==> config.mk <==
export PLATFORM = sky130hd
export DESIGN_NAME = zero_crossing_phase_jump_detector
export DESIGN_NICKNAME = d
export VERILOG_FILES = /design/src/hw/rtl/zcpjd_pkg.sv /design/src/hw/rtl/zcpjd_cfg.sv /design/src/hw/rtl/zcpjd_in_stage.sv /design/src/hw/rtl/zcpjd_core.sv /design/src/hw/rtl/zero_crossing_phase_jump_detector.sv
export SDC_FILE = /design/constraint.sdc
export NUM_CORES = 1
export LEC_CHECK = 0
export ABC_AREA = 1
export BUFFER_PORTS_ARGS = -buffer_cell sky130_fd_sc_hd__buf_2
export CELL_PAD_IN_SITES_DETAIL_PLACEMENT = 2
export CELL_PAD_IN_SITES_GLOBAL_PLACEMENT = 2
export CORE_UTILIZATION = 30
export CTS_CLUSTER_DIAMETER = 40
export DETAILED_ROUTE_END_ITERATION = 7
export PLACE_DENSITY = 0.68
export REMOVE_ABC_BUFFERS = 1
export SYNTH_ARGS = -nofsm -noshare
export SYNTH_HDL_FRONTEND = slang
export SYNTH_SLANG_ARGS = --single-unit
==> constraint.sdc <==
create_clock -name clk_i -period 10.4 [get_ports clk_i]
set_input_delay 2.08 -clock clk_i [delete_from_list [all_inputs] [get_ports clk_i]]
set_output_delay 2.08 -clock clk_i [all_outputs]
set_load 0.01 [all_outputs]
==> src/hw/rtl/zcpjd_pkg.sv <==
package zcpjd_pkg;

  localparam int unsigned SAMPLE_W   = 16;
  localparam int unsigned FRAME_W    = 10;
  localparam int unsigned PERIOD_W   = 10;
  localparam int unsigned FPB_W      = 7;
  localparam int unsigned PHASE_W    = 6;
  localparam int unsigned CFG_IDX_W  = 2;
  localparam int unsigned CFG_DATA_W = 10;

  localparam logic [FRAME_W-1:0]  FRAME_LENGTH_RST   = 10'd300;
  localparam logic [PERIOD_W-1:0] CARRIER_PERIOD_RST = 10'd96;
  localparam logic [FPB_W-1:0]    FRAMES_PER_BIT_RST = 7'd16;
  localparam logic [FPB_W-1:0]    FRAMES_PER_BIT_MAX = 7'd64;

  typedef enum logic [CFG_IDX_W-1:0] {
    REG_FRAME_LENGTH   = 2'd0,
    REG_CARRIER_PERIOD = 2'd1,
    REG_FRAMES_PER_BIT = 2'd2
  } cfg_reg_e;

  typedef struct packed {
    logic [FRAME_W-1:0]  frame_length;
    logic [PERIOD_W-1:0] carrier_period;
    logic [FPB_W-1:0]    frames_per_bit;
  } cfg_t;

  typedef struct packed {
    logic signed [SAMPLE_W-1:0] sample;
    logic                       resync;
  } item_t;

endpackage

==> src/hw/rtl/zcpjd_cfg.sv <==
module zcpjd_cfg (
  input  logic                                clk_i,
  input  logic                                rst_ni,
  input  logic                                cfg_we_i,
  input  logic [zcpjd_pkg::CFG_IDX_W-1:0]     cfg_idx_i,
  input  logic [zcpjd_pkg::CFG_DATA_W-1:0]    cfg_data_i,
  output zcpjd_pkg::cfg_t                     cfg_o
);
  import zcpjd_pkg::*;

  cfg_t cfg_q, cfg_d;

  always_comb begin
    cfg_d = cfg_q;
    if (cfg_we_i) begin
      unique case (cfg_idx_i)
        REG_FRAME_LENGTH:   cfg_d.frame_length   = cfg_data_i[FRAME_W-1:0];
        REG_CARRIER_PERIOD: cfg_d.carrier_period = cfg_data_i[PERIOD_W-1:0];
        REG_FRAMES_PER_BIT: cfg_d.frames_per_bit = cfg_data_i[FPB_W-1:0];
        default: ; // unmapped index: drop the write
      endcase
    end
  end

  always_ff @(posedge clk_i or negedge rst_ni) begin
    if (!rst_ni) begin
      cfg_q.frame_length   <= FRAME_LENGTH_RST;
      cfg_q.carrier_period <= CARRIER_PERIOD_RST;
      cfg_q.frames_per_bit <= FRAMES_PER_BIT_RST;
    end else begin
      cfg_q <= cfg_d;
    end
  end

  assign cfg_o = cfg_q;

endmodule

==> src/hw/rtl/zcpjd_in_stage.sv <==
module zcpjd_in_stage (
  input  logic             clk_i,
  input  logic             rst_ni,
  input  logic             in_valid_i,
  output logic             in_ready_o,
  input  zcpjd_pkg::item_t item_i,
  input  logic             advance_i,
  output logic             vld_o,
  output zcpjd_pkg::item_t item_o
);
  import zcpjd_pkg::*;

  logic  vld_q, vld_d;
  item_t item_q;
  logic  accept;

  // Take a new transaction whenever the stage is empty or the held one leaves this cycle.
  assign in_ready_o = !vld_q || advance_i;
  assign accept     = in_valid_i && in_ready_o;

  always_comb begin
    vld_d = vld_q;
    if (advance_i) begin
      vld_d = 1'b0;
    end
    if (accept) begin
      vld_d = 1'b1;
    end
  end

  always_ff @(posedge clk_i or negedge rst_ni) begin
    if (!rst_ni) begin
      vld_q <= 1'b0;
    end else begin
      vld_q <= vld_d;
    end
  end

  always_ff @(posedge clk_i) begin
    if (accept) begin
      item_q <= item_i;
    end
  end

  assign vld_o  = vld_q;
  assign item_o = item_q;

endmodule

==> src/hw/rtl/zcpjd_core.sv <==
module zcpjd_core (
  input  logic             clk_i,
  input  logic             rst_ni,
  input  zcpjd_pkg::cfg_t  cfg_i,
  input  logic             vld_i,
  input  zcpjd_pkg::item_t item_i,
  output logic             advance_o,
  output logic             out_valid_o,
  input  logic             out_ready_i,
  output logic             bit_res_o
);
  import zcpjd_pkg::*;

  logic signed [SAMPLE_W-1:0] prev_q, prev_d;
  logic [FRAME_W-1:0]         pos_q, pos_d;
  logic [FRAME_W-1:0]         rise_q, rise_d;
  logic [FRAME_W-1:0]         fall_q, fall_d;
  logic                       jump_q, jump_d;
  logic [PHASE_W-1:0]         phase_q, phase_d;
  logic                       out_vld_q, out_vld_d;
  logic                       out_bit_q;

  logic [FRAME_W-1:0]  len;
  logic [FPB_W-1:0]    fpb;
  logic [PHASE_W-1:0]  phase_cur;
  logic [FPB_W-1:0]    phase_inc;
  logic                cur_pos, cur_neg, prev_pos, prev_neg;
  logic                rise, fall;
  logic [FRAME_W-1:0]  last_sel;
  logic [FRAME_W-1:0]  gap;
  logic [PERIOD_W-1:0] half_period;
  logic                hit;
  logic                jump_after;
  logic                frame_end;
  logic                emit;
  logic                advance;

  always_comb begin
    len = (cfg_i.frame_length == '0) ? FRAME_W'(1) : cfg_i.frame_length;
    if (cfg_i.frames_per_bit == '0) begin
      fpb = FPB_W'(1);
    end else if (cfg_i.frames_per_bit > FRAMES_PER_BIT_MAX) begin
      fpb = FRAMES_PER_BIT_MAX;
    end else begin
      fpb = cfg_i.frames_per_bit;
    end

    phase_cur = item_i.resync ? '0 : phase_q;
    phase_inc = {1'b0, phase_cur} + FPB_W'(1);

    // Strict signs: zero is neither side.
    cur_neg  = item_i.sample[SAMPLE_W-1];
    cur_pos  = !cur_neg && (item_i.sample != '0);
    prev_neg = prev_q[SAMPLE_W-1];
    prev_pos = !prev_neg && (prev_q != '0);

    // The first sample of a frame is never paired with the one before it.
    rise = (pos_q != '0) && prev_neg && cur_pos;
    fall = (pos_q != '0) && prev_pos && cur_neg;

    last_sel    = rise ? rise_q : fall_q;
    gap         = pos_q - last_sel;
    half_period = cfg_i.carrier_period >> 1;
    hit         = (rise || fall) && (last_sel != '0) &&
                  (gap < cfg_i.carrier_period) && (gap > half_period);
    jump_after  = jump_q || hit;

    frame_end = ({1'b0, pos_q} + (FRAME_W+1)'(1)) >= {1'b0, len};
    emit      = frame_end && (phase_cur == '0);

    // Hold the transaction only if it has a result and the output is full and not being taken.
    advance = vld_i && (!emit || !out_vld_q || out_ready_i);

    prev_d  = prev_q;
    pos_d   = pos_q;
    rise_d  = rise_q;
    fall_d  = fall_q;
    jump_d  = jump_q;
    phase_d = phase_q;

    if (advance) begin
      prev_d = item_i.sample;
      if (frame_end) begin
        pos_d   = '0;
        rise_d  = '0;
        fall_d  = '0;
        jump_d  = emit ? 1'b0 : jump_after;
        phase_d = (phase_inc >= fpb) ? '0 : phase_inc[PHASE_W-1:0];
      end else begin
        pos_d   = pos_q + FRAME_W'(1);
        rise_d  = rise ? pos_q : rise_q;
        fall_d  = fall ? pos_q : fall_q;
        jump_d  = jump_after;
        phase_d = phase_cur;
      end
    end

    out_vld_d = (out_vld_q && !out_ready_i) || (advance && emit);
  end

  always_ff @(posedge clk_i or negedge rst_ni) begin
    if (!rst_ni) begin
      prev_q    <= '0;
      pos_q     <= '0;
      rise_q    <= '0;
      fall_q    <= '0;
      jump_q    <= 1'b0;
      phase_q   <= '0;
      out_vld_q <= 1'b0;
    end else begin
      prev_q    <= prev_d;
      pos_q     <= pos_d;
      rise_q    <= rise_d;
      fall_q    <= fall_d;
      jump_q    <= jump_d;
      phase_q   <= phase_d;
      out_vld_q <= out_vld_d;
    end
  end

  always_ff @(posedge clk_i) begin
    if (advance && emit) begin
      out_bit_q <= jump_after;
    end
  end

  assign advance_o   = advance;
  assign out_valid_o = out_vld_q;
  assign bit_res_o   = out_bit_q;

endmodule

==> src/hw/rtl/zero_crossing_phase_jump_detector.sv <==
// Zero-crossing phase-jump detector: signed 16-bit samples enter on a
// valid/ready channel and are grouped into frames of frame_length samples.
// Within a frame, rising and falling zero crossings (strict signs, the
// frame's first sample not paired with the previous frame) are tracked, and
// a gap between same-direction crossings strictly between carrier_period/2
// and carrier_period sets a sticky jump flag. The first frame after reset or
// a resync, and then every frames_per_bit-th frame, emits that flag as
// bit_res and clears it. One sample is taken per clock cycle unless the
// input stalls; a sample is held in the input register, and its result, if
// any, is registered on the output register as the sample leaves it.
// Input stalls only while a pending result is not taken and the held
// sample ends an emitting frame. Configuration writes (index 0 frame_length,
// 1 carrier_period, 2 frames_per_bit) take effect on the next cycle.
module zero_crossing_phase_jump_detector (
  input  logic                                clk_i,
  input  logic                                rst_ni,
  input  logic                                cfg_we_i,
  input  logic [zcpjd_pkg::CFG_IDX_W-1:0]     cfg_idx_i,
  input  logic [zcpjd_pkg::CFG_DATA_W-1:0]    cfg_data_i,
  input  logic                                in_valid_i,
  output logic                                in_ready_o,
  input  logic signed [zcpjd_pkg::SAMPLE_W-1:0] sample_i,
  input  logic                                resync_i,
  output logic                                out_valid_o,
  input  logic                                out_ready_i,
  output logic                                bit_res_o
);
  import zcpjd_pkg::*;

  cfg_t  cfg;
  item_t in_item;
  item_t held_item;
  logic  held_vld;
  logic  advance;

  assign in_item.sample = sample_i;
  assign in_item.resync = resync_i;

  zcpjd_cfg u_cfg (
    .clk_i      (clk_i),
    .rst_ni     (rst_ni),
    .cfg_we_i   (cfg_we_i),
    .cfg_idx_i  (cfg_idx_i),
    .cfg_data_i (cfg_data_i),
    .cfg_o      (cfg)
  );

  zcpjd_in_stage u_in_stage (
    .clk_i      (clk_i),
    .rst_ni     (rst_ni),
    .in_valid_i (in_valid_i),
    .in_ready_o (in_ready_o),
    .item_i     (in_item),
    .advance_i  (advance),
    .vld_o      (held_vld),
    .item_o     (held_item)
  );

  zcpjd_core u_core (
    .clk_i       (clk_i),
    .rst_ni      (rst_ni),
    .cfg_i       (cfg),
    .vld_i       (held_vld),
    .item_i      (held_item),
    .advance_o   (advance),
    .out_valid_o (out_valid_o),
    .out_ready_i (out_ready_i),
    .bit_res_o   (bit_res_o)
  );

endmodule

==> results.toml <==
[sta]
maxSlewViolCount = 0
slew_headroom = 0.514
rsz0062_at_grt = "no"
tightest_slew_ns = 0.729
setup_viol = 0
skew_ns = 0.0101
setup_tns_ns = 0
setup_ws_ns = 5.08
fmax_ghz = 0.188
fin_crit_sh = 0.512
hold_viol_final = 0
period_needed_ns = 5.32

[cts]
cts_resized = 0
cts_buffers = 9
cts_max_level = 3
clk_latency_ns = 0.36
cts_sinks = 100
cts_tree = "done"
clk_pin_slew_ns = 0.08
cts_root_buf = "clkbuf_16"
postCtsSetupBuffers = 0
cts.path.max_buffers = 2
hold_buffers = 0

[status]
outcome = "completed"

[detailed_routing]
drt_iter0_drc = 144
totalWireLength_um = 16500
vias = 4824
drc = 0
drt-wirelength-per-cell_um = 16.9
final_antenna_net_count = 0
drtPass1Iterations = 4
vias_per_cell = 4.95

[global_route]
antenna_found_initial = 0
grt_pass1_vias = 5418
grt_pass1_wl_um = 27900
grt.total_usage = 0.182
grt_max_degree = 47
overflow = 0

[placed_design]
dpl.hpwl_um = 12900
dp.cells = 959
dpl_worst_slack_ns = 5.46
port_buffers = 36
gp_congestion = 0.808

[logic_synthesis]
synth_warnings = 0
ys_top_cells_by_area = "dfrtp_1 33%, nand2_1 12%, ha_1 10%, edfxtp_1 9.4%, inv_1 6.7%"
synth_flop_cell = "dfrtp_1"
ys_ff_latch = 100
async_reset_ff_frac = 0.820
yosysSeqAreaShare = 0.452
synth_edf_count = 18
avgSynthCellArea_um2 = 8.18
yosysTopAreaCellShare = 0.326
synth_area_um2 = 5760
syn_inst = 704
synth_cell_types = 43
yosys.area.top_type = "dfrtp_1"

[min_path]
hp-start = "u_in_stage.item_o[1]"
worstHoldPathCells = 2
hold_class = "reg2reg"

[setup_path]
path_common_cell = "nand3_1"
r2r_start = "u_core.pos_q[0]"
crit_fanout = 18
end_kind = "output port"
max_stage_delay_ns = 0.39
cp-start-kind = "flop"
cp_cell_sequence = "inv_1 > nor3_1 > nand3_1 > nor2_1 > nand3_1 > nor2_1 > xor2_1 > ha_1 > a21oi_1 > nand3_4 > nand2_1 > inv_1 > nand3_1 > buf_2"
slowest_stage = "dfrtp_1"
critPathKind = "reg2out"
crit_arrival_ns = 3.24
ff2ff_path_depth = 25
crit_path_start = "u_core.pos_q[1]"
critPathRequiredTime_ns = 8.32

[power]
vdd_drop_max_uv = 91.1
leakage_nw = 3.24
powerDensity_nw_per_um2 = 314

[layout]
diodes = 0
mostFrequentLayoutCells = "182 x nand2_1, 103 x inv_1, 75 x dfrtp_1"
layout-drive-gt1-share = 0.0985
area_growth_pct = 12.4
nets = 817
final_common_cell = "nand2_1"
final_cells = 975

[floorplan]
coreArea_um2 = 18800
top_level_ports = 37
start_util = 0.307
dieWidth_um = 141
die_y_um = 141
die-area_um2 = 19800
num_rows = 50

[run]
maxCapViolCount = 0
## worst max-delay path: cells and delay by family (launching register included)
kind / cells / cell delay (ns)
AOI/OAI and AO/OA: 1 / 0.26
xor gates and xnor gates: 1 / 0.21
adders and majority gates: 1 / 0.27
buffers and inverters: 3 / 0.35
DFF: 1 / 0.39
and+or+nand+nor: 8 / 1.40
## final timing paths
check                                   end  slack, ns
min in group asynchronous  u_core.rise_q[8]       1.69
max reg2reg                u_core.bit_res_o       5.64
max                              in_ready_o       5.08
max in group asynchronous    u_cfg.cfg_o[3]       7.67
min reg2reg                u_core.prev_q[0]       0.48
min                        u_core.prev_q[0]       0.48
## sequential cells by signal, summed over array words and instances, names as in the netlist
register	flops
u_cfg.cfg_o	27
u_core.bit_res_o	1
u_core.fall_q	10
u_core.jump_q	1
u_core.out_valid_o	1
u_core.phase_q	6
u_core.pos_q	10
u_core.prev_q	16
u_core.rise_q	10
u_in_stage.item_o	17
u_in_stage.vld_o	1
## cells in the mapped netlist (7+ instances only)
library cell,instances
dfstp_2,7
dfrtp_1,75
xor2_1,15
nand3_1,27
nand2_1,182
nand4_1,10
inv_1,103
ha_1,46
nor2_1,57
o21ai_0,60
edfxtp_1,18
a21oi_1,28
## cell families (layout without fill, tap and decap cells)
family                   count (synthesis)  in the layout  share of synthesized area
AO/OA/AOI/OAI                          118            118                      0.113
adder cells (fa/ha/maj)                 47             47                      0.103
flip-flops                             100            100                      0.452
AND/OR/NAND/NOR                        300            300                      0.220
buffers and inverters                  123            160                     0.0874
XOR/XNOR                                16             16                     0.0243
## layer usage
metal  global-route usage  vias to the layer above  share of wire
li1                     -                     2351              -
met1                0.225                     2400           0.45
met2                0.324                       53           0.51
met3               0.0219                       20          0.022
met4               0.0669                        0          0.020
met5                    0                        -              0
## cell type report
cell class              instances  area (um2)
clock buffers                   9         225
clock inverters                 7         103
fillers                      2149       12300
inverters                     106         398
multi-input cells             481        2650
flip-flops and latches        100        2600
well taps                     234         293
repair buffers                 38         198
## stage by stage
| step | hold WS, ns | utilization | total power, mW | area, um2 |
|---|---|---|---|---|
| global route | 0.508 | 0.345 | 2.24 | 6470 |
| global placement | 0.453 | 0.327 | 1.62 | 6140 |
| floorplan | 0.442 | - | 1.33 | 5650 |
| CTS | 0.490 | 0.345 | 2.08 | 6470 |
| detailed placement | 0.470 | 0.327 | 1.69 | 6140 |
| finish | 0.484 | 0.345 | 2.03 | 6470 |
## power by group
group          switching, mW  internal [mW]  leakage (nW)  total (mW)
combinational          0.717          0.396          1.87        1.11
clock                  0.176          0.196         0.160       0.372
sequential            0.0620          0.484          1.21       0.546
Note: power is estimated with default switching activity, not from simulation.
